`src/hdl/dle_pkg.sv`:
```
// Shared types, character codes and sequence tables for the DLE character stuffer.
`timescale 1ns / 1ps

package dle_pkg;

    localparam logic [7:0] CH_D  = 8'h44;
    localparam logic [7:0] CH_L  = 8'h4C;
    localparam logic [7:0] CH_E  = 8'h45;
    localparam logic [7:0] CH_S  = 8'h53;
    localparam logic [7:0] CH_T  = 8'h54;
    localparam logic [7:0] CH_X  = 8'h58;
    localparam logic [7:0] CH_SP = 8'h20;

    // Slot layout of one item's output run: header, stuffing, data, trailer.
    localparam int SLOT_COUNT = 20;
    localparam int SLOT_W     = 5;

    localparam logic [SLOT_W-1:0] SLOT_HDR_FIRST = 5'd0;
    localparam logic [SLOT_W-1:0] SLOT_HDR_LAST  = 5'd6;
    localparam logic [SLOT_W-1:0] SLOT_STF_FIRST = 5'd7;
    localparam logic [SLOT_W-1:0] SLOT_STF_LAST  = 5'd9;
    localparam logic [SLOT_W-1:0] SLOT_DAT_FIRST = 5'd10;
    localparam logic [SLOT_W-1:0] SLOT_DAT_LAST  = 5'd12;
    localparam logic [SLOT_W-1:0] SLOT_TRL_FIRST = 5'd13;
    localparam logic [SLOT_W-1:0] SLOT_TRL_LAST  = 5'd19;

    localparam logic [1:0] HELD_NONE = 2'd0;
    localparam logic [1:0] HELD_ONE  = 2'd1;
    localparam logic [1:0] HELD_TWO  = 2'd2;

    typedef logic [SLOT_COUNT-1:0] slot_mask_t;

    // What one accepted item asks the back end to emit.
    typedef struct packed {
        logic            hdr;
        logic            stuff;
        logic [2:0]      dat_en;
        logic            trl;
        logic [2:0][7:0] dat;
    } desc_t;

    function automatic logic [7:0] header_char(input logic [2:0] pos);
        logic [7:0] c;
        unique case (pos)
            3'd0:    c = CH_D;
            3'd1:    c = CH_L;
            3'd2:    c = CH_E;
            3'd3:    c = CH_SP;
            3'd4:    c = CH_S;
            3'd5:    c = CH_T;
            default: c = CH_X;
        endcase
        return c;
    endfunction

    function automatic logic [7:0] trailer_char(input logic [2:0] pos);
        logic [7:0] c;
        unique case (pos)
            3'd0:    c = CH_D;
            3'd1:    c = CH_L;
            3'd2:    c = CH_E;
            3'd3:    c = CH_SP;
            3'd4:    c = CH_E;
            3'd5:    c = CH_T;
            default: c = CH_X;
        endcase
        return c;
    endfunction

    function automatic logic [7:0] slot_char(input logic [SLOT_W-1:0] slot,
                                             input logic [2:0][7:0] dat);
        logic [7:0] c;
        logic [SLOT_W-1:0] off;
        off = '0;
        priority if (slot <= SLOT_HDR_LAST)
        begin
            c = header_char(slot[2:0]);
        end
        else if (slot <= SLOT_STF_LAST)
        begin
            off = slot - SLOT_STF_FIRST;
            c = header_char(off[2:0]);
        end
        else if (slot <= SLOT_DAT_LAST)
        begin
            off = slot - SLOT_DAT_FIRST;
            c = dat[off[1:0]];
        end
        else
        begin
            off = slot - SLOT_TRL_FIRST;
            c = trailer_char(off[2:0]);
        end
        return c;
    endfunction

    function automatic slot_mask_t build_mask(input desc_t d);
        slot_mask_t m;
        m = '0;
        m[SLOT_HDR_LAST:SLOT_HDR_FIRST] = {7{d.hdr}};
        m[SLOT_STF_LAST:SLOT_STF_FIRST] = {3{d.stuff}};
        m[SLOT_DAT_LAST:SLOT_DAT_FIRST] = d.dat_en;
        m[SLOT_TRL_LAST:SLOT_TRL_FIRST] = {7{d.trl}};
        return m;
    endfunction

    function automatic logic is_flag(input logic [7:0] a, input logic [7:0] b,
                                     input logic [7:0] c);
        return (a == CH_D && b == CH_L && c == CH_E) ||
               (a == CH_S && b == CH_T && c == CH_X) ||
               (a == CH_E && b == CH_T && c == CH_X);
    endfunction

endpackage

```
`src/hdl/dle_front.sv`:
```
// Front end: holds the lookahead window and classifies each input item.
`timescale 1ns / 1ps

module dle_front
    import dle_pkg::*;
(
    input  logic       clk,
    input  logic       rst_n,
    input  logic       in_valid,
    output logic       in_stall,
    input  logic [7:0] data_char,
    input  logic       msg_last,
    input  logic       q_full,
    output logic       q_push,
    output desc_t      q_desc
);

    logic [7:0] older_reg, older_next;
    logic [7:0] newer_reg, newer_next;
    logic [1:0] held_reg, held_next;
    logic       accept;
    logic       has_run;

    assign in_stall = q_full;
    assign accept   = in_valid && !q_full;

    always_comb
    begin
        q_desc     = '0;
        has_run    = 1'b1;
        older_next = older_reg;
        newer_next = newer_reg;
        held_next  = held_reg;
        unique case (held_reg)
            HELD_NONE:
            begin
                q_desc.hdr = 1'b1;
                if (msg_last)
                begin
                    q_desc.dat_en = 3'b001;
                    q_desc.dat[0] = data_char;
                end
                else
                begin
                    older_next = data_char;
                    held_next  = HELD_ONE;
                end
            end
            HELD_ONE:
            begin
                if (msg_last)
                begin
                    q_desc.dat_en = 3'b011;
                    q_desc.dat[0] = older_reg;
                    q_desc.dat[1] = data_char;
                end
                else
                begin
                    has_run    = 1'b0;
                    newer_next = data_char;
                    held_next  = HELD_TWO;
                end
            end
            default:
            begin
                q_desc.stuff  = is_flag(older_reg, newer_reg, data_char);
                q_desc.dat[0] = older_reg;
                q_desc.dat[1] = newer_reg;
                q_desc.dat[2] = data_char;
                q_desc.dat_en = msg_last ? 3'b111 : 3'b001;
                older_next    = newer_reg;
                newer_next    = data_char;
                held_next     = HELD_TWO;
            end
        endcase
        q_desc.trl = msg_last;
        // Close the frame: back to idle.
        if (msg_last)
        begin
            older_next = '0;
            newer_next = '0;
            held_next  = HELD_NONE;
        end
    end

    assign q_push = accept && has_run;

    always_ff @(posedge clk or negedge rst_n)
    begin
        if (!rst_n)
        begin
            older_reg <= '0;
            newer_reg <= '0;
            held_reg  <= HELD_NONE;
        end
        else if (accept)
        begin
            older_reg <= older_next;
            newer_reg <= newer_next;
            held_reg  <= held_next;
        end
    end

endmodule

```
`src/hdl/dle_queue.sv`:
```
// Short descriptor queue between the front end and the back end.
`timescale 1ns / 1ps

module dle_queue
    import dle_pkg::*;
#(
    parameter int DEPTH = 2
)
(
    input  logic  clk,
    input  logic  rst_n,
    input  logic  push,
    input  desc_t push_desc,
    output logic  full,
    input  logic  pop,
    output logic  head_valid,
    output desc_t head_desc
);

    localparam int PTR_W = $clog2(DEPTH);
    localparam int CNT_W = $clog2(DEPTH + 1);

    desc_t            entry_reg [DEPTH];
    logic [PTR_W-1:0] wr_ptr_reg, wr_ptr_next;
    logic [PTR_W-1:0] rd_ptr_reg, rd_ptr_next;
    logic [CNT_W-1:0] count_reg, count_next;
    logic             do_pop;

    assign full       = (count_reg == CNT_W'(DEPTH));
    assign head_valid = (count_reg != '0);
    assign head_desc  = entry_reg[rd_ptr_reg];
    assign do_pop     = pop && head_valid;

    always_comb
    begin
        wr_ptr_next = wr_ptr_reg;
        rd_ptr_next = rd_ptr_reg;
        count_next  = count_reg;
        if (push)
        begin
            wr_ptr_next = (wr_ptr_reg == PTR_W'(DEPTH - 1)) ? '0 : wr_ptr_reg + 1'b1;
        end
        if (do_pop)
        begin
            rd_ptr_next = (rd_ptr_reg == PTR_W'(DEPTH - 1)) ? '0 : rd_ptr_reg + 1'b1;
        end
        if (push && !do_pop)
        begin
            count_next = count_reg + 1'b1;
        end
        else if (do_pop && !push)
        begin
            count_next = count_reg - 1'b1;
        end
    end

    always_ff @(posedge clk or negedge rst_n)
    begin
        if (!rst_n)
        begin
            wr_ptr_reg <= '0;
            rd_ptr_reg <= '0;
            count_reg  <= '0;
        end
        else
        begin
            wr_ptr_reg <= wr_ptr_next;
            rd_ptr_reg <= rd_ptr_next;
            count_reg  <= count_next;
        end
    end

    always_ff @(posedge clk)
    begin
        if (push)
        begin
            entry_reg[wr_ptr_reg] <= push_desc;
        end
    end

endmodule

```
`src/hdl/dle_back.sv`:
```
// Back end: expands each descriptor into output characters, one per cycle while out_stall is low.
`timescale 1ns / 1ps

module dle_back
    import dle_pkg::*;
(
    input  logic       clk,
    input  logic       rst_n,
    input  logic       q_valid,
    input  desc_t      q_desc,
    output logic       q_pop,
    output logic       out_valid,
    input  logic       out_stall,
    output logic [7:0] out_char,
    output logic       run_end,
    output logic       frame_end
);

    slot_mask_t       rem_reg, rem_next;
    logic [2:0][7:0]  dat_reg;
    logic             out_valid_reg, out_valid_next;
    logic [7:0]       out_char_reg;
    logic             run_end_reg;
    logic             frame_end_reg;
    slot_mask_t       low_bit;
    logic [SLOT_W-1:0] slot;
    logic             active;
    logic             fire;
    logic             last_slot;
    logic             load;

    assign active    = (rem_reg != '0);
    assign fire      = active && (!out_valid_reg || !out_stall);
    assign low_bit   = rem_reg & (~rem_reg + 1'b1);
    assign last_slot = ((rem_reg & (rem_reg - 1'b1)) == '0);
    assign load      = q_valid && (!active || (fire && last_slot));
    assign q_pop     = load;

    always_comb
    begin
        slot = '0;
        for (int i = 0; i < SLOT_COUNT; i++)
        begin
            if (low_bit[i])
            begin
                slot = slot | SLOT_W'(i);
            end
        end
    end

    always_comb
    begin
        rem_next = rem_reg;
        if (load)
        begin
            rem_next = build_mask(q_desc);
        end
        else if (fire)
        begin
            rem_next = rem_reg & ~low_bit;
        end
        out_valid_next = out_valid_reg;
        if (fire)
        begin
            out_valid_next = 1'b1;
        end
        else if (!out_stall)
        begin
            out_valid_next = 1'b0;
        end
    end

    always_ff @(posedge clk or negedge rst_n)
    begin
        if (!rst_n)
        begin
            rem_reg       <= '0;
            out_valid_reg <= 1'b0;
        end
        else
        begin
            rem_reg       <= rem_next;
            out_valid_reg <= out_valid_next;
        end
    end

    always_ff @(posedge clk)
    begin
        if (load)
        begin
            dat_reg <= q_desc.dat;
        end
        if (fire)
        begin
            out_char_reg  <= slot_char(slot, dat_reg);
            run_end_reg   <= last_slot;
            frame_end_reg <= (slot == SLOT_TRL_LAST);
        end
    end

    assign out_valid = out_valid_reg;
    assign out_char  = out_char_reg;
    assign run_end   = run_end_reg;
    assign frame_end = frame_end_reg;

endmodule

```
`src/hdl/dle_character_stuffer.sv`:
```
// Top level of the DLE character stuffer: front end, descriptor queue, back end.
`timescale 1ns / 1ps

// Frames a message with the "DLE STX" header and "DLE ETX" trailer and
// inserts D, L, E ahead of every character that starts DLE, STX or ETX.
// Input and output both use valid/stall. The output delivers one character
// per cycle while it has characters to send and out_stall is low. An input
// item is held up only while the descriptor queue (QUEUE_DEPTH entries) is
// full, and each queued item makes the back end produce 1 to 15 characters
// (7 at a frame start, 1 or 4 mid-message, 9 for a two-character message,
// 10 or 13 at the end of a longer message, 15 for a one-character message).
module dle_character_stuffer
    import dle_pkg::*;
#(
    parameter int QUEUE_DEPTH = 2
)
(
    input  logic       clk,
    input  logic       rst_n,
    input  logic       in_valid,
    output logic       in_stall,
    input  logic [7:0] data_char,
    input  logic       msg_last,
    output logic       out_valid,
    input  logic       out_stall,
    output logic [7:0] out_char,
    output logic       run_end,
    output logic       frame_end
);

    logic  q_full;
    logic  q_push;
    desc_t q_push_desc;
    logic  q_pop;
    logic  q_head_valid;
    desc_t q_head_desc;

    dle_front u_front
    (
        .clk       (clk),
        .rst_n     (rst_n),
        .in_valid  (in_valid),
        .in_stall  (in_stall),
        .data_char (data_char),
        .msg_last  (msg_last),
        .q_full    (q_full),
        .q_push    (q_push),
        .q_desc    (q_push_desc)
    );

    dle_queue #(
        .DEPTH (QUEUE_DEPTH)
    ) u_queue
    (
        .clk        (clk),
        .rst_n      (rst_n),
        .push       (q_push),
        .push_desc  (q_push_desc),
        .full       (q_full),
        .pop        (q_pop),
        .head_valid (q_head_valid),
        .head_desc  (q_head_desc)
    );

    dle_back u_back
    (
        .clk       (clk),
        .rst_n     (rst_n),
        .q_valid   (q_head_valid),
        .q_desc    (q_head_desc),
        .q_pop     (q_pop),
        .out_valid (out_valid),
        .out_stall (out_stall),
        .out_char  (out_char),
        .run_end   (run_end),
        .frame_end (frame_end)
    );

endmodule
```
`config.mk`:
```
export PLATFORM = sky130hd
export DESIGN_NAME = dle_character_stuffer
export DESIGN_NICKNAME = d
export VERILOG_FILES = /design/src/hdl/dle_pkg.sv /design/src/hdl/dle_front.sv /design/src/hdl/dle_queue.sv /design/src/hdl/dle_back.sv /design/src/hdl/dle_character_stuffer.sv
export SDC_FILE = /design/constraint.sdc
export NUM_CORES = 1
export LEC_CHECK = 0
export ABC_CLOCK_PERIOD_IN_PS = 8690
export CAP_MARGIN = 0
export CORE_MARGIN = 1.5
export CORE_UTILIZATION = 52
export CTS_CLUSTER_DIAMETER = 120
export CTS_CLUSTER_SIZE = 8
export DETAILED_ROUTE_END_ITERATION = 8
export DONT_BUFFER_PORTS = 1
export PLACE_DENSITY = 0.67
export SLEW_MARGIN = 20
export SYNTH_ARGS = -nofsm -noshare
export SYNTH_HDL_FRONTEND = slang
export SYNTH_HIERARCHICAL = 1
export SYNTH_SLANG_ARGS = --single-unit
```
`constraint.sdc`:
```
create_clock -name clk -period 8.69 [get_ports clk]
set_input_delay 1.738 -clock clk [delete_from_list [all_inputs] [get_ports clk]]
set_output_delay 1.738 -clock clk [all_outputs]
set_load 0.005 [all_outputs]
```
[Word-level counts from Yosys, hierarchy flattened]
Memory sizes are Yosys's and may differ from the RTL's.
Index checks and enable logic that the tools add are counted.
Storage, ports and cells
  register bits after elaboration: 77
  bits in writable memories: 60
  input bits: 13
  output and inout bits: 12
  word-level logic and storage cells: 154
  memories kept: 1
Memories
  u_queue.entry_reg: depth 2, width 30, rd ports 1, clocked after memory_dff 0, wr ports 1, line dle_queue.sv:23  | desc_t entry_reg [DEPTH];
Operators by class
  $add $sub $neg: 9
  magnitude comparators: 4
  eq/ne operators: 28
  multiplexer cells: 56
  bitwise gates (word level): 5
  reductions and logical operators: 37
Operators with widths (count)
  7-bit one-hot mux with 6 select lines: 2
  8-bit 2-to-1 mux: 9
  20-bit bitwise AND: 3
  8-bit by 7-bit equality test with 1-bit output (second input constant): 7
  8-bit one-hot mux with 2 select lines: 3
  20-bit 2-to-1 mux: 2
  20-bit inverter: 2
  7-bit one-hot mux with 5 select lines: 1
  4-bit 2-to-1 mux: 8
  20-bit by 1-bit adder with 20-bit output (second input constant): 1
  20-bit logical NOT: 1
  5-bit 2-to-1 mux: 4
  20-bit nonzero test: 1
  20-bit by 1-bit subtractor with 20-bit output (second input constant): 1
  3-bit by 2-bit equality test with 1-bit output (second input constant): 6
  3-bit equality test (second input constant): 6
  8-bit binary-select mux with 2-bit select: 1
  16-bit 2-to-1 mux: 1
  3-bit 2-to-1 mux: 5
  1-bit logical AND: 14
  2-bit 2-to-1 mux: 7
  1-bit 2-to-1 mux: 12
  5-bit by 4-bit <= comparator with 1-bit output (second input constant): 2
  3-bit by 1-bit equality test with 1-bit output (second input constant): 3
  other kinds (20): 37

[Depth between registers and ports, before layout]
Gate-level depths: netlist (run 1).
  word-level depth: 29
  mapped depth: 16
  depth with buffers taken out: 13

[By module]
Netlist (run 1), hierarchy kept.
Modules (own cells, without submodules)
  dle_back: instances 1, cells each 314, area each 3169.3 µm², sequential area each 1546.5 µm²
  dle_queue: instances 1, cells each 109, area each 2367.3 µm², sequential area each 1901.8 µm²
  dle_front: instances 1, cells each 131, area each 1272.5 µm², sequential area each 450.4 µm²

[Least setup slack after synthesis (run 1)]
No wires, ideal clock.
  path type: input -> register
  from: input port msg_last
  to: memory u_queue/entry_reg[0][0] (netlist name) (enable)
  library setup time: 0.421 ns
  arrival time: 3.682 ns
  data required time: 8.269 ns
  path slack: 4.588 ns
  cell stages on the path: 4
  buffers on the path: 1
  path through: buf_4 nor2_1 a21oi_4 nor2b_1
Between the ends
  cells in the longest elaborated chain, start to end: 5
RTL lines
  from (decl): line dle_character_stuffer.sv:23  | input logic msg_last,
  1-bit 2-to-1 mux: line dle_front.sv:51  | if (msg_last)
  1-bit 2-to-1 mux: line dle_front.sv:34  | unique case (held_reg)
  1-bit logical AND: line dle_front.sv:86  | assign q_push = accept && has_run;
  via q_push: line dle_character_stuffer.sv:32  | logic q_push;
  1-bit 2-to-1 mux: line dle_queue.sv:75  | if (push)
  1-bit 2-to-1 mux (implied by the code): line dle_queue.sv:77  | entry_reg[wr_ptr_reg] <= push_desc;
  to (decl): line dle_queue.sv:23
The timed path passes the listed nets, and every way through them passes these cells.

[Worst setup path after layout (run 1)]
  from: register u_back.rem_reg[0]
  to: register u_queue.count_reg[1]
Between the ends
  cells in the longest elaborated chain, start to end: 10
  elaborated cells on any way between the ends: 15
  those cells by class: add/sub: 1; mux: 1; bitwise: 1; reduce/logical: 12
RTL lines
  from (decl): line dle_back.sv:19  | slot_mask_t rem_reg, rem_next;
  from (signal assigned): line dle_back.sv:82  | rem_reg <= rem_next;
  20-bit by 1-bit subtractor with 20-bit output: line dle_back.sv:35  | assign last_slot = ((rem_reg & (rem_reg - 1'b1)) == '0);
  20-bit bitwise AND (*): line dle_back.sv:35
  20-bit logical NOT (*): line dle_back.sv:35
  via u_back.last_slot: line dle_back.sv:29  | logic last_slot;
  1-bit logical AND (*): line dle_back.sv:36  | assign load = q_valid && (!active || (fire && last_slot));
  1-bit logical OR (*): line dle_back.sv:36
  1-bit logical AND (*): line dle_back.sv:36
  via q_pop: line dle_character_stuffer.sv:34  | logic q_pop;
  1-bit logical AND (*): line dle_queue.sv:32  | assign do_pop = pop && head_valid;
  1-bit logical NOT: line dle_queue.sv:47  | if (push && !do_pop)
  1-bit logical AND: line dle_queue.sv:47
  2-bit 2-to-1 mux or 2-bit nonzero test (tied branches)
  to (signal assigned): line dle_queue.sv:69  | count_reg <= count_next;
  to (decl): line dle_queue.sv:26  | logic [CNT_W-1:0] count_reg, count_next;
Mark *: on every way through the listed nets, which the timed path passes. The rest lies on a longest branch.
A chain may end at the register's enable or synchronous reset.

==> results.sh, run 1 <==
export IMPL_fin_crit_ns=4.35
export IMPL_netlist_top_cells_area="edfxtp_1, dfrtp_1, mux2_2"
export IMPL_max_freq_mhz=230
export IMPL_clk_latency_ns=0.40
export IMPL_post_cts_buffers=0
export IMPL_cts_path_max_buffers=2
export IMPL_grt_pass1_wl_um=22600
export IMPL_async_reset_ff_frac=0.314
export IMPL_worst_pin_slew_ns=0.941
export IMPL_cts_tree="yes"
export IMPL_fin_setup_tns_ns=0
export IMPL_synth_most_common_cell="edfxtp_1"
export IMPL_grt_total_usage=0.209
export IMPL_place_congestion=0.896
export IMPL_finish_instance_area_um2=7470
export IMPL_crit_required_ns=9.02
export IMPL_final_nets=563
export IMPL_synth_commonest_cells="edfxtp_1, dfrtp_1, mux2_2, nand2_1"
export IMPL_finalCritPeriodShare=0.501
export IMPL_maxCapViolCount=0
export IMPL_largest_reg_flops=60
export IMPL_synth_edf_count=94
export IMPL_hp_class="flip-flop to flip-flop"
export IMPL_worst_setup_path_start_kind="flip-flop"
export IMPL_setup_violations=0
export IMPL_clk_pin_slew_ns=0.06
export IMPL_ys_ff_latch=137
export IMPL_die_area_um2=13800
export IMPL_drt_total_wl_um=13600
export IMPL_yosys_area_top_type="edfxtp_1"
export IMPL_report_final_hold_viol_count=0
export IMPL_grt_ovfl_total=0
export IMPL_synthesis_nets=571
export IMPL_cts_resized=0
export IMPL_netlist_area_leader_share=0.415
export IMPL_dpl_cell_area_um2=6890
export IMPL_max_slew_margin=0.367
export IMPL_antennaDiodeCount=0
export IMPL_final_seq_area_um2=3900
export IMPL_final_antenna_net_count=0
export IMPL_grt_max_degree=44
export IMPL_nFillCells=1041
export IMPL_cts_root_buf="clkbuf_16"
export IMPL_ys_flop_type="edfxtp_1"
export IMPL_slew_violations=0
export IMPL_antenna_found_initial=0
export IMPL_met1_length_um=6280
export IMPL_dr_wl_met3_um=533
export IMPL_outcome="complete, no violations"
export IMPL_drc=0
export IMPL_syn_to_final_growth_pct=9.67
export IMPL_core_um2=12700
export IMPL_top_layer_used="met4"
export IMPL_grt_setup_unrepaired="no"
export IMPL_worst_setup_path_type="flip-flop to flip-flop"
export IMPL_wl_met2_um=6650
export IMPL_viasPerCell=6.00
export IMPL_cp_end_kind="flip-flop"
export IMPL_syn_avg_cell_area_um2=12.3
export IMPL_cts_sinks=137
export IMPL_multi_input_area_um2=2680
export IMPL_vias=4388
export IMPL_firstDrtPassIters=5
export IMPL_drt_iter0_drc=351
export IMPL_syn_cell_area_um2=6810
export IMPL_pin_count=25
export IMPL_crit_fanout=27
export IMPL_initial_core_util=0.535
export IMPL_fin_skew_ns=0.00585
export IMPL_rows=41
export IMPL_die_w_um=117
export IMPL_grt_pass1_vias=4345
export IMPL_cts_max_level=4
export IMPL_drive_above_1_share=0.182
export IMPL_crit_arrival_ns=4.68
export IMPL_cts_buffers=17
export IMPL_io_buffer_count=0
export IMPL_ys_types=79
export IMPL_hpwl_um=9170
export IMPL_wl_per_cell_um=18.7
export IMPL_synthCells=554
export IMPL_seq_area_frac_synth=0.573
export IMPL_cts_hold_buffers_added=0
export IMPL_die_h_um=117
export IMPL_yosysWarnings=6
[cells in the final DEF (no fill, tap or decap), drive strengths merged, types with 4 or more instances in the layout]
cell | Yosys | layout
clkbuf | 16 | 18
o21ai | 36 | 36
nor3b | 4 | 4
nor3 | 15 | 15
or4 | 4 | 4
o2111ai | 4 | 4
nand4 | 5 | 5
or3 | 4 | 4
nor4 | 9 | 9
a2bb2oi | 6 | 6
inv | 11 | 15
nor4b | 5 | 5
buf | 19 | 8
dfrtp | 43 | 43
o31ai | 4 | 4
a22o | 35 | 35
nand2 | 38 | 38
clkinv | 0 | 6
edfxtp | 94 | 94
nor2b | 9 | 9
nand3 | 10 | 10
o2bb2ai | 5 | 5
a21oi | 19 | 19
or2 | 8 | 8
xnor2 | 5 | 5
and2 | 13 | 13
mux2i | 8 | 8
mux2 | 39 | 39
nor2 | 34 | 34
ha | 4 | 4
[cell families after synthesis]
logic type / Yosys count / share of synthesized area
xor+xnor: 8 / 0.0103
buf+inv: 46 / 0.0366
flops: 137 / 0.573
mux: 47 / 0.0768
fa+ha+maj: 5 / 0.00882
compound gates: 144 / 0.158
simple gates: 167 / 0.137
[per-stage QoR]
| stage | utilization | cells | worst slack, ns | hold slack, ns |
|---|---|---|---|---|
| final | 0.587 | 731 | 4.34 | 0.503 |
| after global routing | 0.587 | 731 | 3.99 | 0.517 |
| after CTS | 0.587 | 731 | 4.31 | 0.499 |
| after detailed placement | 0.542 | 699 | 4.34 | 0.485 |
| after global placement | 0.542 | 699 | 4.33 | 0.475 |
| after floorplan | - | 554 | 4.59 | 0.455 |
[final timing paths]
check | startpoint | endpoint | slack (ns) | cells after the start
min in group asynchronous | rst_n | u_back/rem_reg[14] | 1.02 | 0
max reg2reg | u_back/rem_reg[0] | u_queue/count_reg[1] | 4.34 | 13
min | u_queue/count_reg[1] | u_queue/count_reg[1] | 0.50 | 1
max in group asynchronous | rst_n | u_front/older_reg[5] | 7.55 | 0
min reg2reg | u_queue/count_reg[1] | u_queue/count_reg[1] | 0.50 | 1
max | u_back/rem_reg[0] | u_queue/count_reg[1] | 4.34 | 13
[metal layers]
layer | vias up | global-route usage
li1 | 2123 | -
met1 | 2133 | 0.279
met2 | 121 | 0.335
met3 | 11 | 0.0467
met4 | 0 | 0.0772
met5 | - | 0
[layout make-up]
class / count / share of cell area
tap: 172 / 0.0288
timing repair buffer: 8 / 0.00804
inverter: 11 / 0.00553
sequential: 137 / 0.522
multi-input combinational: 371 / 0.358
clock buffer: 18 / 0.0575
clock inverter: 14 / 0.0196
[worst max-delay path: stages (launching register included)]
cell,delay (ns)
dfrtp_1,0.50
or4_4,0.62
or3_1,0.54
o31ai_4,0.24
o2111ai_2,0.18
nor4_4,0.38
a21oi_2,0.14
nand2b_1,0.22
inv_1,0.67
nand2_2,0.13
ha_1,0.24
xor2_1,0.14
nor2_1,0.11
xor2_1,0.15
Power of run 1 is left out: the tool's default activity adds up to more than one toggle a clock period on the data nets, which glitch-free logic cannot reach.
==> run 2, diff against run 1 <==
--- a/config.mk
+++ b/config.mk
@@ -5,7 +5,7 @@
 export SDC_FILE = /design/constraint.sdc
 export NUM_CORES = 1
 export LEC_CHECK = 0
-export ABC_CLOCK_PERIOD_IN_PS = 8690
+export ABC_CLOCK_PERIOD_IN_PS = 3600
 export CAP_MARGIN = 0
 export CORE_MARGIN = 1.5
 export CORE_UTILIZATION = 52
@@ -13,7 +13,7 @@
 export CTS_CLUSTER_SIZE = 8
 export DETAILED_ROUTE_END_ITERATION = 8
 export DONT_BUFFER_PORTS = 1
-export PLACE_DENSITY = 0.67
+export PLACE_DENSITY = 0.7
 export SLEW_MARGIN = 20
 export SYNTH_ARGS = -nofsm -noshare
 export SYNTH_HDL_FRONTEND = slang
==> constraint.sdc (replaced) <==
create_clock -name clk -period 3.6 [get_ports clk]
set_input_delay 0.72 -clock clk [delete_from_list [all_inputs] [get_ports clk]]
set_output_delay 0.72 -clock clk [all_outputs]
set_load 0.005 [all_outputs]
==> run 2 against run 1 <==
  * Flip-flop and latch count is the same
  * Clock skew increased by 0.0060 ns
  * Worst setup slack lost 4.1 ns
  * Register-to-register slack lost 4.1 ns
==> results.sh, run 2 (synthesis results as in run 1) <==
export IMPL_cp_num_buf_inv=1
export IMPL_largest_reg_flops=60
export IMPL_drive_above_1_share=0.223
export IMPL_clk_latency_ns=0.42
export IMPL_crit_start="u_back/rem_reg[3]"
export IMPL_crit_path_end="u_queue/count_reg[1]"
export IMPL_die_area_um2=13800
export IMPL_finalCritPeriodShare=0.938
export IMPL_cts_sinks=137
export IMPL_initial_core_util=0.535
export IMPL_crit_required_ns=3.94
export IMPL_worst_path_most_repeated_cell="xor2_1"
export IMPL_rr_endpoint="u_queue/count_reg[1]"
export IMPL_die_h_um=117
export IMPL_final_antenna_net_count=0
export IMPL_syn_to_final_growth_pct=13.4
export IMPL_worst_pin_slew_ns=0.825
export IMPL_clk_pin_slew_ns=0.06
export IMPL_grt_total_usage=0.216
export IMPL_drt_iter0_drc=272
export IMPL_die_w_um=117
export IMPL_firstDrtPassIters=5
export IMPL_cp_end_kind="flip-flop"
export IMPL_worst_setup_path_type="flip-flop to flip-flop"
export IMPL_cts_tree="yes"
export IMPL_wl_per_cell_um=18.5
export IMPL_antenna_found_initial=0
export IMPL_cts_path_max_buffers=2
export IMPL_drt_total_wl_um=14000
export IMPL_grt_pass1_vias=4485
export IMPL_cts_root_buf="clkbuf_16"
export IMPL_placed_cells=721
export IMPL_crit_arrival_ns=3.72
export IMPL_max_stage_delay_ns=0.56
export IMPL_fin_cells=754
export IMPL_pin_count=25
export IMPL_viasPerCell=6.07
export IMPL_cts_buffers=17
export IMPL_cts_max_level=4
export IMPL_hpwl_um=9460
export IMPL_io_buffer_count=0
export IMPL_final_common_cell="edfxtp_1"
export IMPL_grt_max_degree=44
export IMPL_slew_violations=0
export IMPL_r2r_start="u_back/rem_reg[3]"
export IMPL_cp_top_family="simple AND/OR/NAND/NOR gates"
export IMPL_place_congestion=0.852
export IMPL_cp_slowest_cell="or4_4"
export IMPL_final_nets=586
export IMPL_max_freq_mhz=296
export IMPL_place_ws_ns=0.105
export IMPL_grt_pass1_wl_um=23400
export IMPL_finish_instance_area_um2=7720
export IMPL_cp_num_cells=13
export IMPL_worst_setup_path_start_kind="flip-flop"
export IMPL_outcome="complete, no violations"
export IMPL_fin_skew_ns=0.0119
export IMPL_max_slew_margin=0.448
export IMPL_fin_setup_tns_ns=0
export IMPL_report_final_hold_viol_count=0
export IMPL_r2r_slack_ns=0.22
export IMPL_rows=41
export IMPL_rr_worst_depth=13
export IMPL_dpl_cell_area_um2=7060
export IMPL_maxCapViolCount=0
export IMPL_hp_class="input port to async pin"
export IMPL_final_cell_mix="edfxtp_1, dfrtp_1, mux2_2, nand2_1, a22o_1"
export IMPL_core_um2=12700
export IMPL_grt_ovfl_total=0
export IMPL_setup_violations=0
export IMPL_fin_crit_ns=3.38
export IMPL_antennaDiodeCount=0
export IMPL_vias=4578
export IMPL_crit_chain="or4_4 -> or3_4 -> o21ai_0 -> o2111ai_2 -> nor4_4 -> a21oi_2 -> nand2b_2 -> clkinvlp_4 -> nand2_2 -> ha_1 -> xor2_1 -> nor2_1 -> xor2_1"
export IMPL_drc=0
export IMPL_grt_setup_unrepaired="no"
export IMPL_layout_setup_ws_ns=0.222
export IMPL_crit_fanout=10
[run 2: changes by cell type in the layout (fill, tap and decap cells not counted), sizes merged]
cell,change
inv,-4
buf,+23
clkinvlp,+1
clkbuf,+2
bufinv,+1
[run 2: final cells by class]
class                   count  area, µm²
repair buffers             31        253
inverters                  11       45.0
clock buffers              20        437
clock inverters            12        153
multi-input cells         371       2720
well taps                 172        215
flip-flops and latches    137       3900
fillers                  1026       5000
[run 2: repair_timing]
item	in CTS	in global routing
endpoints found under the hold margin	43	0
buffers inserted	0	0
resized for setup	0	8
endpoints found under the setup margin	0	30
hold buffers	1	0
[run 2: worst min path at each step]
stage,startpoint,to
finish,rst_n,u_back/rem_reg[5]
floorplan,rst_n,u_back/out_valid
detailed placement,rst_n,u_back/out_valid
global route,rst_n,u_queue/count_reg[1]
global placement,rst_n,u_back/rem_reg[16]
CTS,rst_n,u_queue/count_reg[1]
[run 2: metrics by stage]
step                      hold slack, ns   util
after floorplan                    0.424      -
after global placement             0.426  0.555
after detailed placement           0.425  0.555
after CTS                          0.142  0.604
after global routing               0.148  0.607
final                              0.145  0.607
[run 2: metal layers]
metal	track usage	vias to the layer above	wire length, µm
met2	0.343	132	6730
met1	0.289	2251	6430
met4	0.0772	0	217
met3	0.0550	24	604
met5	0	-	0
li1	-	2171	-
Power of run 2 is left out for the same reason.
==> run 3, diff against run 2 <==
--- a/config.mk
+++ b/config.mk
@@ -14,6 +14,7 @@
 export DETAILED_ROUTE_END_ITERATION = 8
 export DONT_BUFFER_PORTS = 1
 export PLACE_DENSITY = 0.7
+export REMOVE_ABC_BUFFERS = 1
 export SLEW_MARGIN = 20
 export SYNTH_ARGS = -nofsm -noshare
 export SYNTH_HDL_FRONTEND = slang
==> run 3 against run 2 <==
  * Wire length decreased by 0.13%
  * First-iteration DRC count increased by 36%
  * Via count decreased by 1.7%
  * Worst setup slack improved by 0.041 ns
  * Final cell count is 0.93% higher
  * Non-clock buffer count rose by 7
  * Largest cell class unchanged
==> results.sh, run 3 (synthesis results as in run 1) <==
export IMPL_hold_worst_slack_ns=0.150
export IMPL_crit_chain="or4_4 -> or3_4 -> o21ai_0 -> o2111ai_1 -> nor4_4 -> a21oi_2 -> nand2b_1 -> inv_1 -> nand2_2 -> ha_1 -> nor2_1 -> xor2_1"
export IMPL_viasPerCell=5.91
export IMPL_grt_max_degree=44
export IMPL_fin_crit_ns=3.34
export IMPL_die_w_um=117
export IMPL_cp_slowest_cell="or4_4"
export IMPL_cts_buffers=17
export IMPL_max_slew_margin=0.378
export IMPL_cts_root_buf="clkbuf_16"
export IMPL_final_cell_mix="edfxtp_1, dfrtp_1, mux2_2, nand2_1, buf_4"
export IMPL_antenna_found_initial=0
export IMPL_outcome="complete, no violations"
export IMPL_cts_max_level=4
export IMPL_report_final_hold_viol_count=0
export IMPL_final_nets=593
export IMPL_crit_required_ns=3.93
export IMPL_cts_sinks=137
export IMPL_max_freq_mhz=300
export IMPL_final_common_cell="edfxtp_1"
export IMPL_fin_skew_ns=0.00686
export IMPL_antennaDiodeCount=0
export IMPL_cts_tree="yes"
export IMPL_grt_total_usage=0.214
export IMPL_grt_setup_unrepaired="no"
export IMPL_final_core_util=0.608
export IMPL_cp_num_buf_inv=1
export IMPL_fin_cells=761
export IMPL_wl_per_cell_um=18.3
export IMPL_die_h_um=117
export IMPL_core_um2=12700
export IMPL_worst_setup_path_start_kind="flip-flop"
export IMPL_finalCritPeriodShare=0.927
export IMPL_r2r_start="u_back/rem_reg[0]"
export IMPL_crit_arrival_ns=3.67
export IMPL_post_cts_buffers=0
export IMPL_place_ws_ns=0.125
export IMPL_crit_start="u_back/rem_reg[0]"
export IMPL_drt_total_wl_um=14000
export IMPL_die_area_um2=13800
export IMPL_firstDrtPassIters=5
export IMPL_cts_path_max_buffers=2
export IMPL_max_stage_delay_ns=0.58
export IMPL_grt_pass1_wl_um=23200
export IMPL_hpwl_um=9730
export IMPL_rows=41
export IMPL_io_buffer_count=0
export IMPL_crit_fanout=7
export IMPL_grt_ovfl_total=0
export IMPL_clk_pin_slew_ns=0.06
export IMPL_vias=4498
export IMPL_setup_violations=0
export IMPL_grt_pass1_vias=4469
export IMPL_worst_pin_slew_ns=0.929
export IMPL_placed_cells=728
export IMPL_drt_iter0_drc=371
export IMPL_layout_setup_ws_ns=0.263
export IMPL_pin_count=25
export IMPL_hp_class="input port to async pin"
export IMPL_slew_violations=0
export IMPL_worst_setup_path_type="flip-flop to flip-flop"
export IMPL_initial_core_util=0.535
export IMPL_place_congestion=0.921
export IMPL_cp_top_family="simple AND/OR/NAND/NOR gates"
export IMPL_final_antenna_net_count=0
export IMPL_syn_to_final_growth_pct=13.7
export IMPL_cp_end_kind="flip-flop"
export IMPL_clk_latency_ns=0.41
export IMPL_drive_above_1_share=0.229
export IMPL_maxCapViolCount=0
export IMPL_largest_reg_flops=60
export IMPL_drc=0
[run 3: cell types whose count changed in the layout (fill, tap and decap cells not counted), moves of 2 or more]
cell	before	now
bufinv_16	3	0
buf_4	30	37
clkbuf_8	0	4
clkinvlp_4	3	0
clkinv_1	2	0
clkbuf_16	17	19
[run 3: worst register-to-register path, stage by stage, from the launching register on]
cell and delay, ns:
dfrtp_1 0.38, or4_4 0.58, or3_4 0.45, o21ai_0 0.18, o2111ai_1 0.20, nor4_4 0.37, a21oi_2 0.13, nand2b_1 0.20
inv_1 0.10, nand2_2 0.07, ha_1 0.31, nor2_1 0.14, xor2_1 0.16
[run 3: cell type report]
class	count	area [µm²]
Clock buffer	25	538
Multi-Input combinational cell	371	2690
Inverter	11	41.3
Fill cell	1018	4980
Clock inverter	7	51.3
Timing Repair Buffer	38	305
Sequential cell	137	3900
Tap cell	172	215
[run 3: timing repair]
| action | in CTS | in global routing |
|---|---|---|
| setup endpoints to repair | 0 | 6 |
| hold buffers | 1 | 0 |
| gates resized for setup | 0 | 3 |
| endpoints found under the hold margin | 43 | 0 |
[run 3: metal layers]
layer,routed length (µm),vias to the layer above,track usage
li1,-,2177,-
met1,6400,2174,0.286
met2,6780,133,0.343
met3,592,14,0.0520
met4,187,0,0.0733
met5,0,-,0
[run 3: path summary, 6_finish.rpt]
path | to | slack [ns] | cells past startpoint
setup / recovery | u_queue/count_reg[1] | 0.26 | 12
hold / removal | u_back/rem_reg[6] | 0.15 | 1
setup reg to reg | u_queue/count_reg[1] | 0.26 | 12
hold reg to reg | u_queue/count_reg[1] | 0.50 | 1
max in group asynchronous | u_front/older_reg[1] | 3.24 | 1
min in group clk | u_queue/entry_reg[0][24] | 0.42 | 0
[run 3: through the flow]
stage                     cell area, µm²  setup TNS [ns]
after floorplan                     6600           -4.62
after global placement              7110               0
after detailed placement            7110               0
after CTS                           7730               0
after global routing                7740               0
final                               7740               0
Power of run 3 is left out for the same reason.
